[src/rtl/glwb_pkg.sv]
package glwb_pkg;

	// Column counter capacity and the last column that it may reach.
	localparam int unsigned MAX_COLUMNS = 65536;
	localparam logic [15:0] COL_LIMIT = (MAX_COLUMNS < 65535) ?
		16'(MAX_COLUMNS - 1) : 16'd65534;

	// Saturation limits of run widths and of the padding.
	localparam logic [21:0] WIDTH_MAX = 22'h3FFFFF;
	localparam logic [19:0] PAD_MAX   = 20'hFFFFF;

	// Configuration register indexes.
	localparam logic [2:0] REG_MAX_WIDTH   = 3'd0;
	localparam logic [2:0] REG_WRAP_MODE   = 3'd1;
	localparam logic [2:0] REG_KEEP_INDENT = 3'd2;
	localparam logic [2:0] REG_TAB_WIDTH   = 3'd3;
	localparam logic [2:0] REG_SPACE_WIDTH = 3'd4;
	localparam logic [2:0] REG_MONOSPACE   = 3'd5;

	// Wrap modes.
	localparam logic [1:0] MODE_NONE   = 2'd0;
	localparam logic [1:0] MODE_LETTER = 2'd1;
	localparam logic [1:0] MODE_WORD   = 2'd2;

	// Character codes that the classifier looks for.
	localparam logic [20:0] CH_TAB    = 21'h09;
	localparam logic [20:0] CH_LF     = 21'h0A;
	localparam logic [20:0] CH_VT     = 21'h0B;
	localparam logic [20:0] CH_FF     = 21'h0C;
	localparam logic [20:0] CH_CR     = 21'h0D;
	localparam logic [20:0] CH_SPACE  = 21'h20;
	localparam logic [20:0] CH_COMMA  = 21'h2C;
	localparam logic [20:0] CH_HYPHEN = 21'h2D;
	localparam logic [20:0] CH_PERIOD = 21'h2E;

	typedef struct packed {
		logic [19:0] max_width;
		logic [1:0]  wrap_mode;
		logic        keep_indent;
		logic [5:0]  tab_width;
		logic [13:0] space_width;
		logic        monospace;
	} cfg_t;

	// A classified character as it travels from the front to the back.
	typedef struct packed {
		logic        is_ws;
		logic        is_sep;
		logic [19:0] advance;
		logic        eol;
	} item_t;

	function automatic logic [21:0] sat_add(logic [21:0] a, logic [21:0] b);
		logic [22:0] s;
		s = {1'b0, a} + {1'b0, b};
		return s[22] ? WIDTH_MAX : s[21:0];
	endfunction

endpackage

[src/rtl/glwb_in_if.sv]
interface glwb_in_if;
	logic        valid;
	logic        ready;
	logic [20:0] char_code;
	logic [15:0] glyph_advance;
	logic        end_of_line;

	modport source (output valid, output char_code, output glyph_advance,
		output end_of_line, input ready);
	modport sink (input valid, input char_code, input glyph_advance,
		input end_of_line, output ready);
endinterface

[src/rtl/glwb_out_if.sv]
interface glwb_out_if;
	logic        valid;
	logic        ready;
	logic        is_break;
	logic [15:0] break_column;
	logic        line_done;
	logic [19:0] indent_padding;

	modport source (output valid, output is_break, output break_column,
		output line_done, output indent_padding, input ready);
	modport sink (input valid, input is_break, input break_column,
		input line_done, input indent_padding, output ready);
endinterface

[src/rtl/glwb_front.sv]
module glwb_front
	import glwb_pkg::*;
(
	input  logic      clk,
	input  logic      arst_n,
	input  cfg_t      cfg,
	glwb_in_if.sink   chars,
	output logic      push,
	output item_t     push_item,
	input  logic      full
);

	logic  valid_s1;
	item_t item_s1;
	item_t item_d;
	logic  is_tab;
	logic  take;

	// Classify the character and work out its advance.
	always_comb begin
		is_tab = (chars.char_code == CH_TAB);
		item_d.is_ws = (chars.char_code == CH_SPACE) || is_tab ||
			(chars.char_code == CH_LF) || (chars.char_code == CH_VT) ||
			(chars.char_code == CH_FF) || (chars.char_code == CH_CR);
		item_d.is_sep = (chars.char_code == CH_SPACE) || (chars.char_code == CH_PERIOD) ||
			(chars.char_code == CH_HYPHEN) || (chars.char_code == CH_COMMA);
		if (is_tab) begin
			item_d.advance = cfg.space_width * cfg.tab_width;
		end else if (cfg.monospace) begin
			item_d.advance = {6'd0, cfg.space_width};
		end else begin
			item_d.advance = {4'd0, chars.glyph_advance};
		end
		item_d.eol = chars.end_of_line;
	end

	// The stage register frees up whenever its item moves into the queue.
	assign push        = valid_s1 && !full;
	assign chars.ready = !valid_s1 || !full;
	assign take        = chars.valid && chars.ready;
	assign push_item   = item_s1;

	always_ff @(posedge clk or negedge arst_n) begin
		if (!arst_n) begin
			valid_s1 <= 1'b0;
		end else if (chars.ready) begin
			valid_s1 <= chars.valid;
		end
	end

	always_ff @(posedge clk) begin
		if (take) begin
			item_s1 <= item_d;
		end
	end

endmodule

[src/rtl/glwb_fifo.sv]
module glwb_fifo
	import glwb_pkg::*;
(
	input  logic  clk,
	input  logic  arst_n,
	input  logic  push,
	input  item_t push_item,
	output logic  full,
	input  logic  pop,
	output item_t pop_item,
	output logic  empty
);

	item_t      mem_q [2];
	logic       wr_ptr_q;
	logic       rd_ptr_q;
	logic [1:0] count_q;

	assign full     = (count_q == 2'd2);
	assign empty    = (count_q == 2'd0);
	assign pop_item = mem_q[rd_ptr_q];

	// Pointers and fill count.
	always_ff @(posedge clk or negedge arst_n) begin
		if (!arst_n) begin
			wr_ptr_q <= 1'b0;
			rd_ptr_q <= 1'b0;
			count_q  <= 2'd0;
		end else begin
			if (push) begin
				wr_ptr_q <= !wr_ptr_q;
			end
			if (pop) begin
				rd_ptr_q <= !rd_ptr_q;
			end
			if (push && !pop) begin
				count_q <= count_q + 2'd1;
			end else if (pop && !push) begin
				count_q <= count_q - 2'd1;
			end
		end
	end

	always_ff @(posedge clk) begin
		if (push) begin
			mem_q[wr_ptr_q] <= push_item;
		end
	end

endmodule

[src/rtl/glwb_back.sv]
module glwb_back
	import glwb_pkg::*;
(
	input  logic      clk,
	input  logic      arst_n,
	input  cfg_t      cfg,
	input  item_t     item,
	input  logic      empty,
	output logic      pop,
	glwb_out_if.source breaks
);

	// Line state.
	logic [21:0] run_width_q;
	logic [15:0] column_q;
	logic [15:0] last_sep_column_q;
	logic [21:0] width_at_sep_q;
	logic        in_indent_q;
	logic [21:0] indent_width_q;
	logic [19:0] padding_q;
	logic        broke_in_indent_q;

	// Output register.
	logic        out_valid_q;
	logic        is_break_q;
	logic [15:0] break_column_q;
	logic        line_done_q;
	logic [19:0] indent_padding_q;

	logic        wrap;
	logic [19:0] space20;
	logic [19:0] big;
	logic [19:0] cap;
	logic [21:0] pad_cand;
	logic [21:0] run0;
	logic [21:0] run1;
	logic [21:0] rest;
	logic [21:0] pad_now;
	logic [21:0] run_n;
	logic [15:0] column_n;
	logic [15:0] last_sep_n;
	logic [21:0] width_at_sep_n;
	logic        in_indent_n;
	logic [21:0] indent_width_n;
	logic [19:0] padding_n;
	logic        broke_n;
	logic        brk;
	logic [15:0] bcol;

	assign pop = !empty && (!out_valid_q || breaks.ready);

	// Indent cap and the padding it allows.
	always_comb begin
		wrap     = (cfg.wrap_mode == MODE_LETTER) || (cfg.wrap_mode == MODE_WORD);
		space20  = {6'd0, cfg.space_width};
		big      = (cfg.max_width > space20) ? (cfg.max_width - space20) : 20'd0;
		cap      = (big > space20) ? big : space20;
		pad_cand = ((cap != 20'd0) && (indent_width_q > {2'd0, cap})) ? 22'd0 :
			indent_width_q;
	end

	// Next line state and the result of the current character.
	always_comb begin
		run0           = run_width_q;
		in_indent_n    = in_indent_q;
		indent_width_n = indent_width_q;
		padding_n      = padding_q;
		broke_n        = broke_in_indent_q;
		last_sep_n     = last_sep_column_q;
		width_at_sep_n = width_at_sep_q;
		brk            = 1'b0;
		bcol           = 16'd0;
		run1           = 22'd0;
		rest           = 22'd0;

		if (in_indent_q) begin
			if (item.is_ws) begin
				indent_width_n = sat_add(indent_width_q, {2'd0, item.advance});
			end else begin
				in_indent_n = 1'b0;
				if (wrap && cfg.keep_indent) begin
					padding_n = (pad_cand > {2'd0, PAD_MAX}) ? PAD_MAX : pad_cand[19:0];
					if (broke_in_indent_q) begin
						run0 = sat_add(run_width_q, {2'd0, padding_n});
					end
				end
			end
		end
		pad_now = in_indent_n ? 22'd0 : {2'd0, padding_n};
		run_n   = run0;

		if (wrap) begin
			run1  = sat_add(run0, {2'd0, item.advance});
			run_n = run1;
			if (run1 > {2'd0, cfg.max_width}) begin
				brk = 1'b1;
				if ((cfg.wrap_mode == MODE_WORD) && (last_sep_column_q != 16'd0)) begin
					rest  = (run1 >= width_at_sep_q) ? (run1 - width_at_sep_q) : 22'd0;
					bcol  = last_sep_column_q;
					run_n = sat_add(pad_now, rest);
				end else begin
					bcol  = column_q;
					run_n = sat_add({2'd0, item.advance}, pad_now);
				end
				last_sep_n = 16'd0;
				if (in_indent_n) begin
					broke_n = 1'b1;
				end
			end else if (item.is_sep) begin
				last_sep_n     = column_q + 16'd1;
				width_at_sep_n = run1;
			end
		end

		column_n = (column_q < COL_LIMIT) ? (column_q + 16'd1) : column_q;
	end

	// Line state update; the end of a line returns everything to its start.
	always_ff @(posedge clk or negedge arst_n) begin
		if (!arst_n) begin
			run_width_q       <= 22'd0;
			column_q          <= 16'd0;
			last_sep_column_q <= 16'd0;
			width_at_sep_q    <= 22'd0;
			in_indent_q       <= 1'b1;
			indent_width_q    <= 22'd0;
			padding_q         <= 20'd0;
			broke_in_indent_q <= 1'b0;
		end else if (pop) begin
			if (item.eol) begin
				run_width_q       <= 22'd0;
				column_q          <= 16'd0;
				last_sep_column_q <= 16'd0;
				width_at_sep_q    <= 22'd0;
				in_indent_q       <= 1'b1;
				indent_width_q    <= 22'd0;
				padding_q         <= 20'd0;
				broke_in_indent_q <= 1'b0;
			end else begin
				run_width_q       <= run_n;
				column_q          <= column_n;
				last_sep_column_q <= last_sep_n;
				width_at_sep_q    <= width_at_sep_n;
				in_indent_q       <= in_indent_n;
				indent_width_q    <= indent_width_n;
				padding_q         <= padding_n;
				broke_in_indent_q <= broke_n;
			end
		end
	end

	// Output register valid flag.
	always_ff @(posedge clk or negedge arst_n) begin
		if (!arst_n) begin
			out_valid_q <= 1'b0;
		end else if (pop) begin
			out_valid_q <= 1'b1;
		end else if (breaks.ready) begin
			out_valid_q <= 1'b0;
		end
	end

	always_ff @(posedge clk) begin
		if (pop) begin
			is_break_q       <= brk;
			break_column_q   <= bcol;
			line_done_q      <= item.eol;
			indent_padding_q <= item.eol ? padding_n : 20'd0;
		end
	end

	assign breaks.valid          = out_valid_q;
	assign breaks.is_break       = is_break_q;
	assign breaks.break_column   = break_column_q;
	assign breaks.line_done      = line_done_q;
	assign breaks.indent_padding = indent_padding_q;

	// A column is reported only with a break.
	a_col_only_on_break: assert property (@(posedge clk) disable iff (!arst_n)
		out_valid_q && !is_break_q |-> break_column_q == 16'd0)
		else $error("break column without a break");

	// Padding is reported only at the end of a line.
	a_pad_only_at_eol: assert property (@(posedge clk) disable iff (!arst_n)
		out_valid_q && !line_done_q |-> indent_padding_q == 20'd0)
		else $error("indent padding before the line end");

	// The line state starts over after the last character of a line.
	a_line_restart: assert property (@(posedge clk) disable iff (!arst_n)
		pop && item.eol |=> in_indent_q && (run_width_q == 22'd0) &&
		(column_q == 16'd0) && (last_sep_column_q == 16'd0))
		else $error("line state not cleared at line end");

	// Without wrapping no break is ever reported.
	a_no_break_unwrapped: assert property (@(posedge clk) disable iff (!arst_n)
		pop && !wrap |=> !is_break_q)
		else $error("break reported with wrapping off");

endmodule

[src/rtl/greedy_line_wrap_breaker.sv]
// Channel   Direction  Payload
// chars     in         char_code[21], glyph_advance[16], end_of_line[1]
// breaks    out        is_break[1], break_column[16], line_done[1], indent_padding[20]
// cfg_*     in         write enable, register index[3], write data[20]
//
// One character is taken every cycle while breaks is not stalled, and yields one result;
// it passes the front stage register, the two-entry queue and the back output register.
// The per-character add and compare of the run width in the back part sets the rate.
// arst_n clears the line state, the queue and the valid flags, and loads the
// register reset values.
// A stalled breaks channel holds its result while the queue and front stage keep
// taking up to three more characters before chars.ready drops.
module greedy_line_wrap_breaker
	import glwb_pkg::*;
(
	input  logic        clk,
	input  logic        arst_n,
	glwb_in_if.sink     chars,
	glwb_out_if.source  breaks,
	input  logic        cfg_we,
	input  logic [2:0]  cfg_index,
	input  logic [19:0] cfg_data
);

	cfg_t  cfg_q;
	logic  push;
	item_t push_item;
	logic  full;
	logic  pop;
	item_t pop_item;
	logic  empty;

	// Configuration registers.
	always_ff @(posedge clk or negedge arst_n) begin
		if (!arst_n) begin
			cfg_q.max_width   <= 20'd65536;
			cfg_q.wrap_mode   <= MODE_NONE;
			cfg_q.keep_indent <= 1'b0;
			cfg_q.tab_width   <= 6'd4;
			cfg_q.space_width <= 14'd512;
			cfg_q.monospace   <= 1'b0;
		end else if (cfg_we) begin
			unique case (cfg_index)
				REG_MAX_WIDTH:   cfg_q.max_width   <= cfg_data;
				REG_WRAP_MODE:   cfg_q.wrap_mode   <= cfg_data[1:0];
				REG_KEEP_INDENT: cfg_q.keep_indent <= cfg_data[0];
				REG_TAB_WIDTH:   cfg_q.tab_width   <= cfg_data[5:0];
				REG_SPACE_WIDTH: cfg_q.space_width <= cfg_data[13:0];
				REG_MONOSPACE:   cfg_q.monospace   <= cfg_data[0];
				default: ;
			endcase
		end
	end

	glwb_front u_front (
		.clk       (clk),
		.arst_n    (arst_n),
		.cfg       (cfg_q),
		.chars     (chars),
		.push      (push),
		.push_item (push_item),
		.full      (full)
	);

	glwb_fifo u_fifo (
		.clk       (clk),
		.arst_n    (arst_n),
		.push      (push),
		.push_item (push_item),
		.full      (full),
		.pop       (pop),
		.pop_item  (pop_item),
		.empty     (empty)
	);

	glwb_back u_back (
		.clk    (clk),
		.arst_n (arst_n),
		.cfg    (cfg_q),
		.item   (pop_item),
		.empty  (empty),
		.pop    (pop),
		.breaks (breaks)
	);

endmodule
[src/flat_wrapper.sv]
// flat-port wrapper written by rule: the top's interface ports become plain ports
module greedy_line_wrap_breaker_flat import glwb_pkg::*;
  (clk, arst_n, cfg_we, cfg_index, cfg_data, chars_valid, chars_char_code, chars_glyph_advance, chars_end_of_line, chars_ready, breaks_valid, breaks_is_break, breaks_break_column, breaks_line_done, breaks_indent_padding, breaks_ready);
  glwb_in_if chars_i ();
  glwb_out_if breaks_i ();
  input  logic clk;
  input  logic arst_n;
  input  logic cfg_we;
  input  logic [2:0] cfg_index;
  input  logic [19:0] cfg_data;
  input wire logic [$bits(chars_i.valid)-1:0] chars_valid;
  input wire logic [$bits(chars_i.char_code)-1:0] chars_char_code;
  input wire logic [$bits(chars_i.glyph_advance)-1:0] chars_glyph_advance;
  input wire logic [$bits(chars_i.end_of_line)-1:0] chars_end_of_line;
  output wire logic [$bits(chars_i.ready)-1:0] chars_ready;
  output wire logic [$bits(breaks_i.valid)-1:0] breaks_valid;
  output wire logic [$bits(breaks_i.is_break)-1:0] breaks_is_break;
  output wire logic [$bits(breaks_i.break_column)-1:0] breaks_break_column;
  output wire logic [$bits(breaks_i.line_done)-1:0] breaks_line_done;
  output wire logic [$bits(breaks_i.indent_padding)-1:0] breaks_indent_padding;
  input wire logic [$bits(breaks_i.ready)-1:0] breaks_ready;
  assign chars_i.valid = chars_valid;
  assign chars_i.char_code = chars_char_code;
  assign chars_i.glyph_advance = chars_glyph_advance;
  assign chars_i.end_of_line = chars_end_of_line;
  assign chars_ready = chars_i.ready;
  assign breaks_valid = breaks_i.valid;
  assign breaks_is_break = breaks_i.is_break;
  assign breaks_break_column = breaks_i.break_column;
  assign breaks_line_done = breaks_i.line_done;
  assign breaks_indent_padding = breaks_i.indent_padding;
  assign breaks_i.ready = breaks_ready;
  greedy_line_wrap_breaker u_core (.clk(clk), .arst_n(arst_n), .chars(chars_i), .breaks(breaks_i), .cfg_we(cfg_we), .cfg_index(cfg_index), .cfg_data(cfg_data));
endmodule
[config.mk]
export PLATFORM = sky130hd
export DESIGN_NAME = greedy_line_wrap_breaker_flat
export DESIGN_NICKNAME = d
export VERILOG_FILES = /design/src/rtl/glwb_pkg.sv /design/src/rtl/glwb_in_if.sv /design/src/rtl/glwb_out_if.sv /design/src/rtl/glwb_front.sv /design/src/rtl/glwb_fifo.sv /design/src/rtl/glwb_back.sv /design/src/rtl/greedy_line_wrap_breaker.sv /design/src/flat_wrapper.sv
export SDC_FILE = /design/constraint.sdc
export NUM_CORES = 1
export LEC_CHECK = 0
export ABC_CLOCK_PERIOD_IN_PS = 16400
export BUFFER_PORTS_ARGS = -buffer_cell sky130_fd_sc_hd__buf_2
export CAP_MARGIN = 20
export CORE_ASPECT_RATIO = 0.5
export CORE_UTILIZATION = 35
export DETAILED_ROUTE_END_ITERATION = 6
export SLEW_MARGIN = 10
export SYNTH_ARGS = -nofsm -noshare
export SYNTH_HDL_FRONTEND = slang
export SYNTH_SLANG_ARGS = --single-unit
[constraint.sdc]
create_clock -name clk -period 16.4 [get_ports clk]
set_input_delay 1.64 -clock clk [delete_from_list [all_inputs] [get_ports clk]]
set_output_delay 1.64 -clock clk [all_outputs]
set_load 0.02 [all_outputs]
# After elaboration in Yosys (flattened, before gate mapping)
# Memories as Yosys holds them, arrays and structs flattened.
# Index checks and enable logic that the tools add are counted.
dict set report totals {
  input_bits 66
  wordCells 170
  ram_bits 46
  regBits 231
  n_memories 1
  out_inout_bits 40
}
dict set report op_classes {
  eq_ne 18
  n_addsub 10
  reduce_logical 53
  mul 1
  magnitude_cmp 7
  n_mux 53
}
# name words width rd rd_ports_with_merged_regs wr line_no
set memory_table {}
lappend memory_table {u_core.u_fifo.mem_q 2 23 1 0 1 glwb_fifo.sv:14} ;# item_t mem_q [2];
# operator count
set op_table {}
lappend op_table {{22-bit two-way mux} 22}
lappend op_table {{20-bit two-way mux} 9}
lappend op_table {{16-bit two-way mux} 8}
lappend op_table {{21-bit by 4-bit equality test with 1-bit output (second input constant)} 5}
lappend op_table {{21-bit by 6-bit equality test with 1-bit output (second input constant)} 4}
lappend op_table {{22-bit by 20-bit adder with 23-bit output} 3}
lappend op_table {{22-bit by 20-bit greater-than comparator with 1-bit output} 2}
lappend op_table {{20-bit by 14-bit greater-than comparator with 1-bit output} 2}
lappend op_table {{20-bit by 22-bit adder with 23-bit output} 1}
lappend op_table {{22-bit greater-or-equal comparator} 1}
lappend op_table {{22-bit by 20-bit greater-than comparator with 1-bit output (second input constant)} 1}
lappend op_table {{22-bit subtractor} 1}
lappend op_table {{20-bit by 20-bit adder with 21-bit output} 1}
lappend op_table {{14-bit by 6-bit multiplier with 20-bit output} 1}
lappend op_table {{20-bit nonzero test} 1}
lappend op_table {{20-bit by 14-bit subtractor with 20-bit output} 1}
lappend op_table {{2-bit nonzero test} 9}
lappend op_table {{16-bit by 1-bit adder with 16-bit output (second input constant)} 1}
lappend op_table {{16-bit less-than comparator (second input constant)} 1}
lappend op_table {{2-bit AND reduction} 8}
lappend op_table {{16-bit nonzero test} 1}
lappend op_table {{1-bit two-way mux} 12}
lappend op_table {{1-bit logical OR} 11}
lappend op_table {{1-bit logical AND} 8}
lappend op_table {{other kinds (15)} 28}

# Longest topological paths before layout
# Gate-level depths: netlist of run 1.
dict set report depth {
  depth_word 25
  depth_mapped 88
  depth_no_buf 80
}

# Modules after synthesis
# A second synthesis of run 1 with hierarchy kept.
dict set report hier_totals {
  cells_unflattened 2680
  area_unflattened_um2 24223.2
}
# mod n_inst cells_per_inst area_each_um2 seq_area_each_um2
set by_module_without_submodules {}
lappend by_module_without_submodules {glwb_back 1 2089 16812.4 4170.2}
lappend by_module_without_submodules {glwb_front 1 405 3764.9 715.7}
lappend by_module_without_submodules {glwb_fifo 1 88 1949.4 1481.4}
lappend by_module_without_submodules {greedy_line_wrap_breaker 1 98 1696.6 1104.8}

# Worst setup path after synthesis of run 1
# No wires, ideal clock.
dict set report synth_path {
  kind {register to register}
  from {reg u_core.cfg_q[2] (netlist name)}
  to {reg u_core.u_back.run_width_q[20]}
  synth_period_minus_slack_ns 16.269
  path_buffers 8
  stages_incl_launch_ff 83
  arrival_ns 16.075
  required_ns 16.205
  path_slack_ns 0.131
  setup_time_ns 0.195
  cell_sequence {dfrtp_1 > clkbuf_1 > inv_1 > fa_1 > a211oi_1 > o21ai_1 > a31o_4 > a211oi_4 > nand2_1 > and2_1 > clkbuf_1 > and2_1 > ha_1 > nand4_1 > or3_1 > nor2_1 > o21ai_0 > o21ai_1 > [... 47 more ...] > a21o_1 > a21boi_0 > clkbuf_1 > nor2_1 > ha_1 > fa_1 > a211oi_1 > o21ai_0 > a221o_1 > o21bai_1 > a21oi_1 > a31oi_1 > o21ai_0 > a21oi_1 > buf_2 > inv_1 > o211ai_1 > o221ai_1}
}
dict set report synth_via {
  elab_chain_cells 25
  elab_cells_between_ends 35
  cone_classes {add/sub (6); order compare (6); mux (21); reduce/logical (2)}
}
# item line_no
set synth_lines {}
lappend synth_lines {{start: declaration} greedy_line_wrap_breaker.sv:25} ;# cfg_t cfg_q;
lappend synth_lines {{20-bit by 14-bit subtractor with 20-bit output / 20-bit by 14-bit greater-than comparator with 1-bit output (equally long branches)} glwb_back.sv:56} ;# big = (cfg.max_width > space20) ? (cfg.max_width - space20) : 20'd0;
lappend synth_lines {{20-bit two-way mux} glwb_back.sv:56}
lappend synth_lines {{20-bit by 14-bit greater-than comparator with 1-bit output} glwb_back.sv:57} ;# cap = (big > space20) ? big : space20;
lappend synth_lines {{20-bit two-way mux (*)} glwb_back.sv:57}
lappend synth_lines {{22-bit by 20-bit greater-than comparator with 1-bit output / 20-bit nonzero test (equally long branches)} glwb_back.sv:58} ;# pad_cand = ((cap != 20'd0) && (indent_width_q > {2'd0, cap})) ? 22'd0 :
lappend synth_lines {{1-bit logical AND (*)} glwb_back.sv:58}
lappend synth_lines {{22-bit two-way mux (*)} glwb_back.sv:58}
lappend synth_lines {{22-bit by 20-bit greater-than comparator with 1-bit output} glwb_back.sv:82} ;# padding_n = (pad_cand > {2'd0, PAD_MAX}) ? PAD_MAX : pad_cand[19:0];
lappend synth_lines {{[... 9 more ...]} --}
lappend synth_lines {{22-bit subtractor / 22-bit greater-or-equal comparator (equally long branches)} glwb_back.sv:98} ;# rest = (run1 >= width_at_sep_q) ? (run1 - width_at_sep_q) : 22'd0;
lappend synth_lines {{22-bit two-way mux} glwb_back.sv:98}
lappend synth_lines {{20-bit by 22-bit adder with 23-bit output} glwb_pkg.sv:55} ;# s = {1'b0, a} + {1'b0, b};
lappend synth_lines {{22-bit two-way mux} glwb_pkg.sv:56} ;# return s[22] ? WIDTH_MAX : s[21:0];
lappend synth_lines {{22-bit two-way mux} glwb_back.sv:97} ;# if ((cfg.wrap_mode == MODE_WORD) && (last_sep_column_q != 16'd0)) begin
lappend synth_lines {{22-bit two-way mux} glwb_back.sv:95} ;# if (run1 > {2'd0, cfg.max_width}) begin
lappend synth_lines {{22-bit two-way mux (*)} glwb_back.sv:92} ;# if (wrap) begin
lappend synth_lines {{22-bit two-way mux (*)} glwb_back.sv:130} ;# if (item.eol) begin
lappend synth_lines {{end signal: assignment} glwb_back.sv:140} ;# run_width_q <= run_n;
lappend synth_lines {{end: declaration} glwb_back.sv:14} ;# logic [21:0] run_width_q;
# Mark *: on every way between the ends. The rest lies on a longest branch, timed or not.
# A chain may end at the register's enable or synchronous reset.

# Final worst setup path of run 1
dict set report layout_path {
  from {reg u_core.cfg_q[24] (netlist name)}
  to {reg u_core.u_back.run_width_q[13]}
}
dict set report layout_via {
  elab_chain_cells 25
  elab_cells_between_ends 35
  cone_classes {add/sub (6); order compare (6); mux (21); reduce/logical (2)}
}
# item line_no
set layout_lines {}
lappend layout_lines {{20-bit by 14-bit subtractor with 20-bit output / 20-bit by 14-bit greater-than comparator with 1-bit output (equally long branches)} glwb_back.sv:56}
lappend layout_lines {{20-bit two-way mux} glwb_back.sv:56}
lappend layout_lines {{20-bit by 14-bit greater-than comparator with 1-bit output} glwb_back.sv:57}
lappend layout_lines {{20-bit two-way mux} glwb_back.sv:57}
lappend layout_lines {{22-bit by 20-bit greater-than comparator with 1-bit output / 20-bit nonzero test (equally long branches)} glwb_back.sv:58}
lappend layout_lines {{1-bit logical AND} glwb_back.sv:58}
lappend layout_lines {{22-bit two-way mux} glwb_back.sv:58}
lappend layout_lines {{22-bit by 20-bit greater-than comparator with 1-bit output} glwb_back.sv:82}
lappend layout_lines {{[... 9 more ...]} --}
lappend layout_lines {{22-bit subtractor / 22-bit greater-or-equal comparator (equally long branches)} glwb_back.sv:98}
lappend layout_lines {{22-bit two-way mux} glwb_back.sv:98}
lappend layout_lines {{20-bit by 22-bit adder with 23-bit output} glwb_pkg.sv:55}
lappend layout_lines {{22-bit two-way mux} glwb_pkg.sv:56}
lappend layout_lines {{22-bit two-way mux} glwb_back.sv:97}
lappend layout_lines {{22-bit two-way mux} glwb_back.sv:95}
lappend layout_lines {{22-bit two-way mux (*)} glwb_back.sv:92}
lappend layout_lines {{22-bit two-way mux (*)} glwb_back.sv:130}
# Marks and branches as above.

==> results of run 1 <==
==> routing by layer <==
| layer | vias up | global-route usage (%) | wire length, µm |
|---|---|---|---|
| li1 | 9802 | - | - |
| met1 | 10000 | 29.3 | 34300 |
| met2 | 580 | 34.4 | 33600 |
| met3 | 125 | 1.92 | 3440 |
| met4 | 0 | 6.02 | 2290 |
| met5 | - | 0 | 0 |
==> cell usage after synthesis (25+ instances only) <==
cell and instances:
o31ai_1 57, nor3_1 30, nand2b_1 28, nand2_1 372
o21a_1 30, nor2b_1 25, dfrtp_1 166, nand3_1 54
xnor2_1 99, fa_1 56, and2_1 29, a21oi_1 153
a22o_1 28, edfxtp_1 107, inv_1 157, ha_1 220
xor2_1 46, o21ai_0 183, clkbuf_1 94, nand4_1 26
a21o_1 61, nor2_1 199, mux2_2 30, and3_1 28
==> through the flow <==
step                std cells  setup TNS, ns  worst slack (ns)  util [%]  area, µm²
finish                   3683              0             0.635      41.0      26800
global route             3683          -1.92            -0.182      41.0      26800
CTS                      3659              0            0.0344      40.2      26300
detailed placement       3600          -3.61            -0.281      38.6      25200
global placement         3599              0             0.166      38.5      25200
floorplan                2638              0             0.131         -      23300
==> logic make-up (layout without fill, tap and decap cells) <==
group           count (synthesis)  in the layout  synth area share, %
xor+xnor                      145            145                 5.44
flops                         277            277                 32.0
fa+ha+maj                     276            276                 16.6
buf+inv                       274            435                 4.59
mux                            50             50                 2.30
simple gates                  875            875                 17.3
compound gates                741            741                 21.8
==> registers in the layout, summed over array words and instances, names as in the netlist, 16 cells and up <==
register	cells
u_core.u_fifo.mem_q	46
u_core.u_back.column_q	16
u_core.u_back.indent_width_q	22
u_core.u_back.padding_q	20
u_core.u_back.last_sep_column_q	16
u_core.u_front.push_item	23
u_core.u_back.run_width_q	22
u_core.u_back.breaks.indent_padding	20
u_core.cfg_q	44
u_core.u_back.breaks.break_column	16
u_core.u_back.width_at_sep_q	22
==> cells in the final DEF, fill, tap and decap left out, types with 54 or more instances in the layout <==
cell type,synthesis,final
xnor2_1,99,99
a21o_1,61,61
buf_4,2,107
ha_1,220,211
o31ai_1,57,54
nand3_1,54,54
nand2_1,372,369
o21ai_0,183,173
inv_1,157,155
edfxtp_1,107,107
dfrtp_1,166,166
a21oi_1,153,146
nor2_1,199,192
buf_2,16,104
==> worst paths after layout <==
kind | to | start | slack [ns] | cells past startpoint
min in group asynchronous | u_core.u_front.valid_s1 | arst_n | 0.95 | 1
min | u_core.u_fifo.mem_q[0][9] | u_core.u_front.push_item[9] | 0.43 | 0
max | u_core.u_back.run_width_q[13] | u_core.cfg_q[24] | 0.64 | 78
min reg2reg | u_core.u_fifo.mem_q[0][9] | u_core.u_front.push_item[9] | 0.43 | 0
max in group asynchronous | u_core.u_back.width_at_sep_q[16] | arst_n | 14.06 | 2
max reg2reg | u_core.u_back.run_width_q[13] | u_core.cfg_q[24] | 0.64 | 78
==> area by class of cell <==
class                   count  area [µm²]
fillers                  6550       38600
multi-input cells        2087       15100
flip-flops and latches    277        7470
repair buffers            222        1490
well taps                 884        1110
clock buffers              37         777
inverters                 157         593
clock inverters            19         249
==> what timing repair did <==
item,CTS,global route
setup endpoints to repair,22,22
gates cloned,0,3
buffers inserted,3,19
pin swaps,1,38
gates resized for setup,7,75
==> flow_summary.yaml, run 1 <==
sta:
  drv_slew: 0
  relSlewSlack_pct: 28.6
  worstMarginPinSlew_ns: 1.07
  whs_ns: 0.435
  timing_hold_violations_final: 0
  setup_violations: 0
  finalClockSkew_ns: 0.0701
  finalCriticalPeriod_ns: 15.76
  clock.fmax_ghz: 0.0634
  fin_crit_sh_pct: 96.1
grt:
  gr-usage-all-layers_pct: 20.9
  grt_max_degree: 61
  grt_pass1_vias: 19200
  overflow: 0
  grt_pass1_wl_um: 111000
  antenna_found_initial: 0
floorplanning:
  io_pins: 106
  coreArea_mm2: 0.0655
  die_h_um: 185
  start_util_pct: 35.6
  die_width_um: 367
  rows: 66
  die_area_mm2: 0.0678
yosys:
  ys_seq_area_share_pct: 32.0
  ys_ff_latch: 277
  ys_types: 91
  ys.flop_type: "dfrtp_1"
  synth-edff-count: 107
  yosysTopAreaCellShare_pct: 17.8
  syn_area_mm2: 0.0233
  yosys.area.top_type: "dfrtp_1"
  syn_nets: 2980
  yosysWarningCount: 0
  synthTopCellsByArea: "dfrtp_1, edfxtp_1, ha_1, nand2_1, fa_1"
  async_reset_ff_share_pct: 61.4
  syn_area_per_cell_um2: 8.85
  synth_cells: 2638
min_path:
  min-delay-path-class: "reg2reg"
routing:
  drt-pass1-iter-count: 6
  post_drt_wl_per_cell_um: 20.0
  ant_nets: 0
  drt_iter0_markers: 1700
  drc_errors: 0
  wl_um: 73600
  via_per_inst: 5.57
  num_vias: 20500
job:
  drv_cap: 0
clocking:
  cts_tree: "yes"
  htreeDepth: 1
  path_clk_slew_ns: 0.07
  cts_hold_buf: 0
  clk_latency_ns: 0.65
  clk_path_buf_depth: 3
  cts_buffers: 30
  root_buffer: "clkbuf_16"
  cts_num_sinks: 277
layout:
  diodes: 0
  layout.nets: 3117
  drive_gt1_share_pct: 15.1
  syn_to_final_growth_pct: 15.0
worst_setup_path:
  worst-path-buf-inv: 9
  crit_path_max_incr_delay_ns: 0.43
  worstPathArrival_ns: 16.21
  crit_slowest_cell: "or3_4"
  cp.required_ns: 16.85
  crit_fanout: 7
  cp-end-kind: "register"
  cp_top_family: "compound AO/OA/AOI/OAI gates"
  start_kind: "register"
  criticalPathCategory: "reg2reg"
  path_common_cell: "ha_1"
placement:
  hpwl_um: 56000
  gp_congestion: 0.963
  io_buffers: 105
run_status:
  outcome: "completed"
Power of run 1 is not shown: default switching activity piles up to over one toggle a cycle in this logic, so the estimate is an artifact.
==> run 2, diff against run 1 <==
--- a/config.mk
+++ b/config.mk
@@ -5,7 +5,7 @@
 export SDC_FILE = /design/constraint.sdc
 export NUM_CORES = 1
 export LEC_CHECK = 0
-export ABC_CLOCK_PERIOD_IN_PS = 16400
+export ABC_CLOCK_PERIOD_IN_PS = 19550
 export BUFFER_PORTS_ARGS = -buffer_cell sky130_fd_sc_hd__buf_2
 export CAP_MARGIN = 20
 export CORE_ASPECT_RATIO = 0.5
==> constraint.sdc (replaced) <==
create_clock -name clk -period 19.55 [get_ports clk]
set_input_delay 1.955 -clock clk [delete_from_list [all_inputs] [get_ports clk]]
set_output_delay 1.955 -clock clk [all_outputs]
set_load 0.02 [all_outputs]
==> flow_summary.yaml, run 2 (synthesized netlist as in run 1, its figures left out) <==
run_status:
  outcome: "completed"
worst_setup_path:
  endpoint: "u_core.u_back.run_width_q[14]"
  reg2reg_depth: 79
  r2r_end: "u_core.u_back.run_width_q[14]"
  cp.required_ns: 19.98
  crit_slowest_cell: "dfrtp_1"
  crit_fanout: 20
  path_common_cell: "ha_1"
  cp-end-kind: "register"
  start_kind: "register"
  startpoint: "u_core.cfg_q[3]"
  crit_path_max_incr_delay_ns: 0.51
  rrSetupSlack_ns: 1.34
  worstPathArrival_ns: 18.63
  criticalPathCategory: "reg2reg"
  r2r-start: "u_core.cfg_q[3]"
sta:
  worstMarginPinSlew_ns: 1.06
  setup_violations: 0
  rsz0062_at_grt: "no"
  finalClockSkew_ns: 0.0363
  fin_crit_sh_pct: 93.1
  drv_slew: 0
  clock.fmax_ghz: 0.0549
  timing_hold_violations_final: 0
  finalSetupTns_ns: 0
  relSlewSlack_pct: 28.8
  finalCriticalPeriod_ns: 18.21
layout:
  syn_to_final_growth_pct: 12.0
  regMostFlops: "u_core.u_fifo.mem_q"
  layout_common_cells: "nand2_1, ha_1, nor2_1"
  final_common_cell: "nand2_1"
  diodes: 0
  layout.nets: 3045
  largest_reg_flops: 46
  drive_gt1_share_pct: 11.1
grt:
  grt_pass1_vias: 19700
  overflow: 0
  gr-usage-all-layers_pct: 21.1
  grt_pass1_wl_um: 112000
  antenna_found_initial: 1
  grt_max_degree: 62
floorplanning:
  die_width_um: 367
  start_util_pct: 35.6
  die_h_um: 185
  coreArea_mm2: 0.0655
  io_pins: 106
  die_area_mm2: 0.0678
  rows: 66
clocking:
  cts_tree: "yes"
  cts_buffers: 34
  clk_latency_ns: 0.56
  root_buffer: "clkbuf_16"
  path_clk_slew_ns: 0.06
  cts_num_sinks: 277
  clk_path_buf_depth: 3
  cts_hold_buf: 0
  htreeDepth: 2
routing:
  post_drt_wl_per_cell_um: 20.2
  wl_um: 73100
  ant_nets: 0
  via_per_inst: 5.60
  drt_iter0_markers: 1750
  num_vias: 20200
  drc_errors: 0
  drt-pass1-iter-count: 6
placement:
  gp_congestion: 0.910
  io_buffers: 105
  hpwl_um: 55600
min_path:
  min-delay-path-class: "reg2reg"
job:
  drv_cap: 0
[run 2: layer usage]
layer  up-vias  GRT usage (%)  wire, µm
met5         -              0         0
met4         0           7.52      2540
met3       143           2.79      3970
met2       579           33.9     32800
met1      9868           29.1     33800
li1       9659              -         -
[run 2: timing repair]
item | 4_1_cts | 5_1_grt
gates resized for setup | 0 | 9
setup endpoints to repair | 0 | 22
setup buffers | 0 | 5
[run 2: worst min path at each step]
stage                                            start                    endpoint  slack (ns)  cells after the start
after floorplan            u_core.u_front.push_item[0]   u_core.u_fifo.mem_q[0][0]        0.42                      0
after global placement    u_core.u_front.push_item[16]  u_core.u_fifo.mem_q[0][16]        0.42                      0
after detailed placement   u_core.u_front.push_item[9]   u_core.u_fifo.mem_q[0][9]        0.43                      0
after CTS                  u_core.u_front.push_item[0]   u_core.u_fifo.mem_q[0][0]        0.45                      0
after global routing       u_core.u_front.push_item[9]   u_core.u_fifo.mem_q[0][9]        0.45                      0
final                      u_core.u_front.push_item[9]   u_core.u_fifo.mem_q[0][9]        0.44                      0
[run 2: critical path, delay by kind of cell, from the launching register on]
kind	cells	cell delay (ns)
buffers and inverters	8	1.50
AOI/OAI and AO/OA	45	9.94
adders and majority gates	10	2.98
and+or+nand+nor	16	3.08
DFF	1	0.51
[run 2: cell type report]
cell class	count	area, µm²
inverters	157	589
flip-flops and latches	277	7470
clock buffers	38	896
clock inverters	24	313
multi-input cells	2089	14900
fillers	6543	39300
well taps	884	1110
repair buffers	144	852
[run 2: per-stage QoR]
step / utilization, % / cells / instance area (µm²) / setup slack (ns) / hold slack (ns)
floorplan: - / 2638 / 23300 / 3.28 / 0.421
global placement: 37.9 / 3541 / 24800 / 1.51 / 0.423
detailed placement: 37.9 / 3543 / 24800 / 1.04 / 0.433
CTS: 39.7 / 3605 / 26000 / 0.947 / 0.446
global route: 39.9 / 3613 / 26100 / 0.00491 / 0.452
finish: 39.9 / 3613 / 26100 / 1.34 / 0.445
Power of run 2 is left out for the same reason.
==> run 3, diff against run 2 <==
--- a/config.mk
+++ b/config.mk
@@ -5,13 +5,13 @@
 export SDC_FILE = /design/constraint.sdc
 export NUM_CORES = 1
 export LEC_CHECK = 0
-export ABC_CLOCK_PERIOD_IN_PS = 19550
+export ABC_CLOCK_PERIOD_IN_PS = 23300
 export BUFFER_PORTS_ARGS = -buffer_cell sky130_fd_sc_hd__buf_2
 export CAP_MARGIN = 20
 export CORE_ASPECT_RATIO = 0.5
 export CORE_UTILIZATION = 35
 export DETAILED_ROUTE_END_ITERATION = 6
-export SLEW_MARGIN = 10
+export SLEW_MARGIN = 40
 export SYNTH_ARGS = -nofsm -noshare
 export SYNTH_HDL_FRONTEND = slang
 export SYNTH_SLANG_ARGS = --single-unit
==> constraint.sdc (replaced) <==
create_clock -name clk -period 23.3 [get_ports clk]
set_input_delay 2.33 -clock clk [delete_from_list [all_inputs] [get_ports clk]]
set_output_delay 2.33 -clock clk [all_outputs]
set_load 0.02 [all_outputs]
==> flow_summary.yaml, run 3 (synthesized netlist as in run 1, its figures left out) <==
layout:
  drive_gt1_share_pct: 10.5
  multi_input_area_mm2: 0.0149
  layout_common_cells: "nand2_1, ha_1, nor2_1"
  largest_reg_flops: 46
  seqCellArea_mm2: 0.00747
  layout.nets: 3024
  final_common_cell: "nand2_1"
  nFillCells: 6529
  syn_to_final_growth_pct: 10.8
  regMostFlops: "u_core.u_fifo.mem_q"
  diodes: 0
routing:
  ant_nets: 0
  num_vias: 20000
  via_per_inst: 5.56
  drt-pass1-iter-count: 6
  post_drt_wl_per_cell_um: 19.8
  drt_iter0_markers: 1778
  drc_errors: 0
  wl_um: 71000
clocking:
  cts_buffers: 29
  htreeDepth: 1
  clk_path_buf_depth: 3
  cts_setup_buffers: 0
  cts_tree: "yes"
  cts_resized: 0
  clk_latency_ns: 0.61
  cts_hold_buf: 0
  path_clk_slew_ns: 0.07
  root_buffer: "clkbuf_16"
  cts_num_sinks: 277
sta:
  finalClockSkew_ns: 0.0318
  timing_hold_violations_final: 0
  finalSetupTns_ns: 0
  fin_crit_sh_pct: 83.2
  rsz0062_at_grt: "no"
  finalCriticalPeriod_ns: 19.39
  worstMarginPinSlew_ns: 0.908
  setup_violations: 0
  relSlewSlack_pct: 38.9
  whs_ns: 0.443
  clock.fmax_ghz: 0.0516
  drv_slew: 0
min_path:
  min-delay-path-class: "reg2reg"
  min_to: "u_core.u_fifo.mem_q[1][16]"
  min_from: "u_core.u_front.push_item[16]"
  hold_path_depth: 0
grt:
  antenna_found_initial: 1
  grt_pass1_vias: 18900
  gr-usage-all-layers_pct: 20.6
  overflow: 0
  grt_pass1_wl_um: 110000
  grt_max_degree: 81
floorplanning:
  start_util_pct: 35.6
  die_h_um: 185
  die_width_um: 367
  rows: 66
  coreArea_mm2: 0.0655
  io_pins: 106
  die_area_mm2: 0.0678
worst_setup_path:
  cp-end-kind: "register"
  worstPathArrival_ns: 19.87
  crit_slowest_cell: "a21oi_4"
  rrSetupSlack_ns: 3.91
  crit_fanout: 80
  reg2reg_depth: 82
  cp.required_ns: 23.79
  criticalPathCategory: "reg2reg"
  r2r-start: "u_core.cfg_q[1]"
  r2r_end: "u_core.u_back.run_width_q[5]"
  crit_path_max_incr_delay_ns: 0.58
  start_kind: "register"
run_status:
  outcome: "completed"
job:
  drv_cap: 0
placement:
  hpwl_um: 54700
  io_buffers: 105
  gp_congestion: 0.952
## run 3: cell count changes in the layout (fill, tap and decap cells not counted), moves of 3 or more
cell       change
buf_4         -14
buf_6          +3
bufinv_16      -3
clkinv_2       -5
o21ai_4        +3
## run 3: worst max-delay path by stage
stage	start	to	slack, ns	cells after the start
2_1_floorplan	u_core.cfg_q[2]	u_core.u_back.run_width_q[20]	7.03	82
6_report	u_core.cfg_q[1]	u_core.u_back.run_width_q[5]	3.91	82
3_5_place_dp	u_core.cfg_q[1]	u_core.u_back.run_width_q[9]	3.98	82
5_1_grt	u_core.cfg_q[1]	u_core.u_back.run_width_q[9]	2.35	82
3_3_place_gp	u_core.cfg_q[1]	u_core.u_back.run_width_q[4]	4.25	82
4_1_cts	u_core.cfg_q[1]	u_core.u_back.run_width_q[9]	3.91	82
## run 3: routing by layer
| layer | vias up | wire length, µm | part of all wire [%] | track usage [%] |
|---|---|---|---|---|
| met5 | - | 0 | 0 | 0 |
| met4 | 0 | 2140 | 3.0 | 6.02 |
| met3 | 106 | 3760 | 5.3 | 2.26 |
| met2 | 538 | 32100 | 45 | 33.4 |
| met1 | 9716 | 33000 | 47 | 28.9 |
| li1 | 9606 | - | - | - |
## run 3: metrics by stage
stage	setup slack [ns]	std cells	util (%)	instance area, µm²
2_1_floorplan	7.03	2638	-	23300
3_3_place_gp	4.25	3535	37.8	24800
6_report	3.91	3589	39.5	25900
3_5_place_dp	3.98	3535	37.9	24800
5_1_grt	2.35	3589	39.5	25900
4_1_cts	3.91	3589	39.5	25800
## run 3: final cells by class
class | count | area share, %
inverters | 157 | 2.28
well taps | 884 | 4.28
multi-input cells | 2087 | 57.7
flip-flops and latches | 277 | 28.9
clock inverters | 16 | 0.697
clock buffers | 38 | 3.31
repair buffers | 130 | 2.83
## run 3: worst max-delay path: cells and delay by family, from the launching register on
| family | cells | cell delay (ns) |
|---|---|---|
| AOI/OAI and AO/OA | 48 | 10.95 |
| and+or+nand+nor | 14 | 2.77 |
| buffers and inverters | 8 | 1.48 |
| adders and majority gates | 12 | 3.44 |
| DFF | 1 | 0.55 |
Power of run 3 is left out for the same reason.
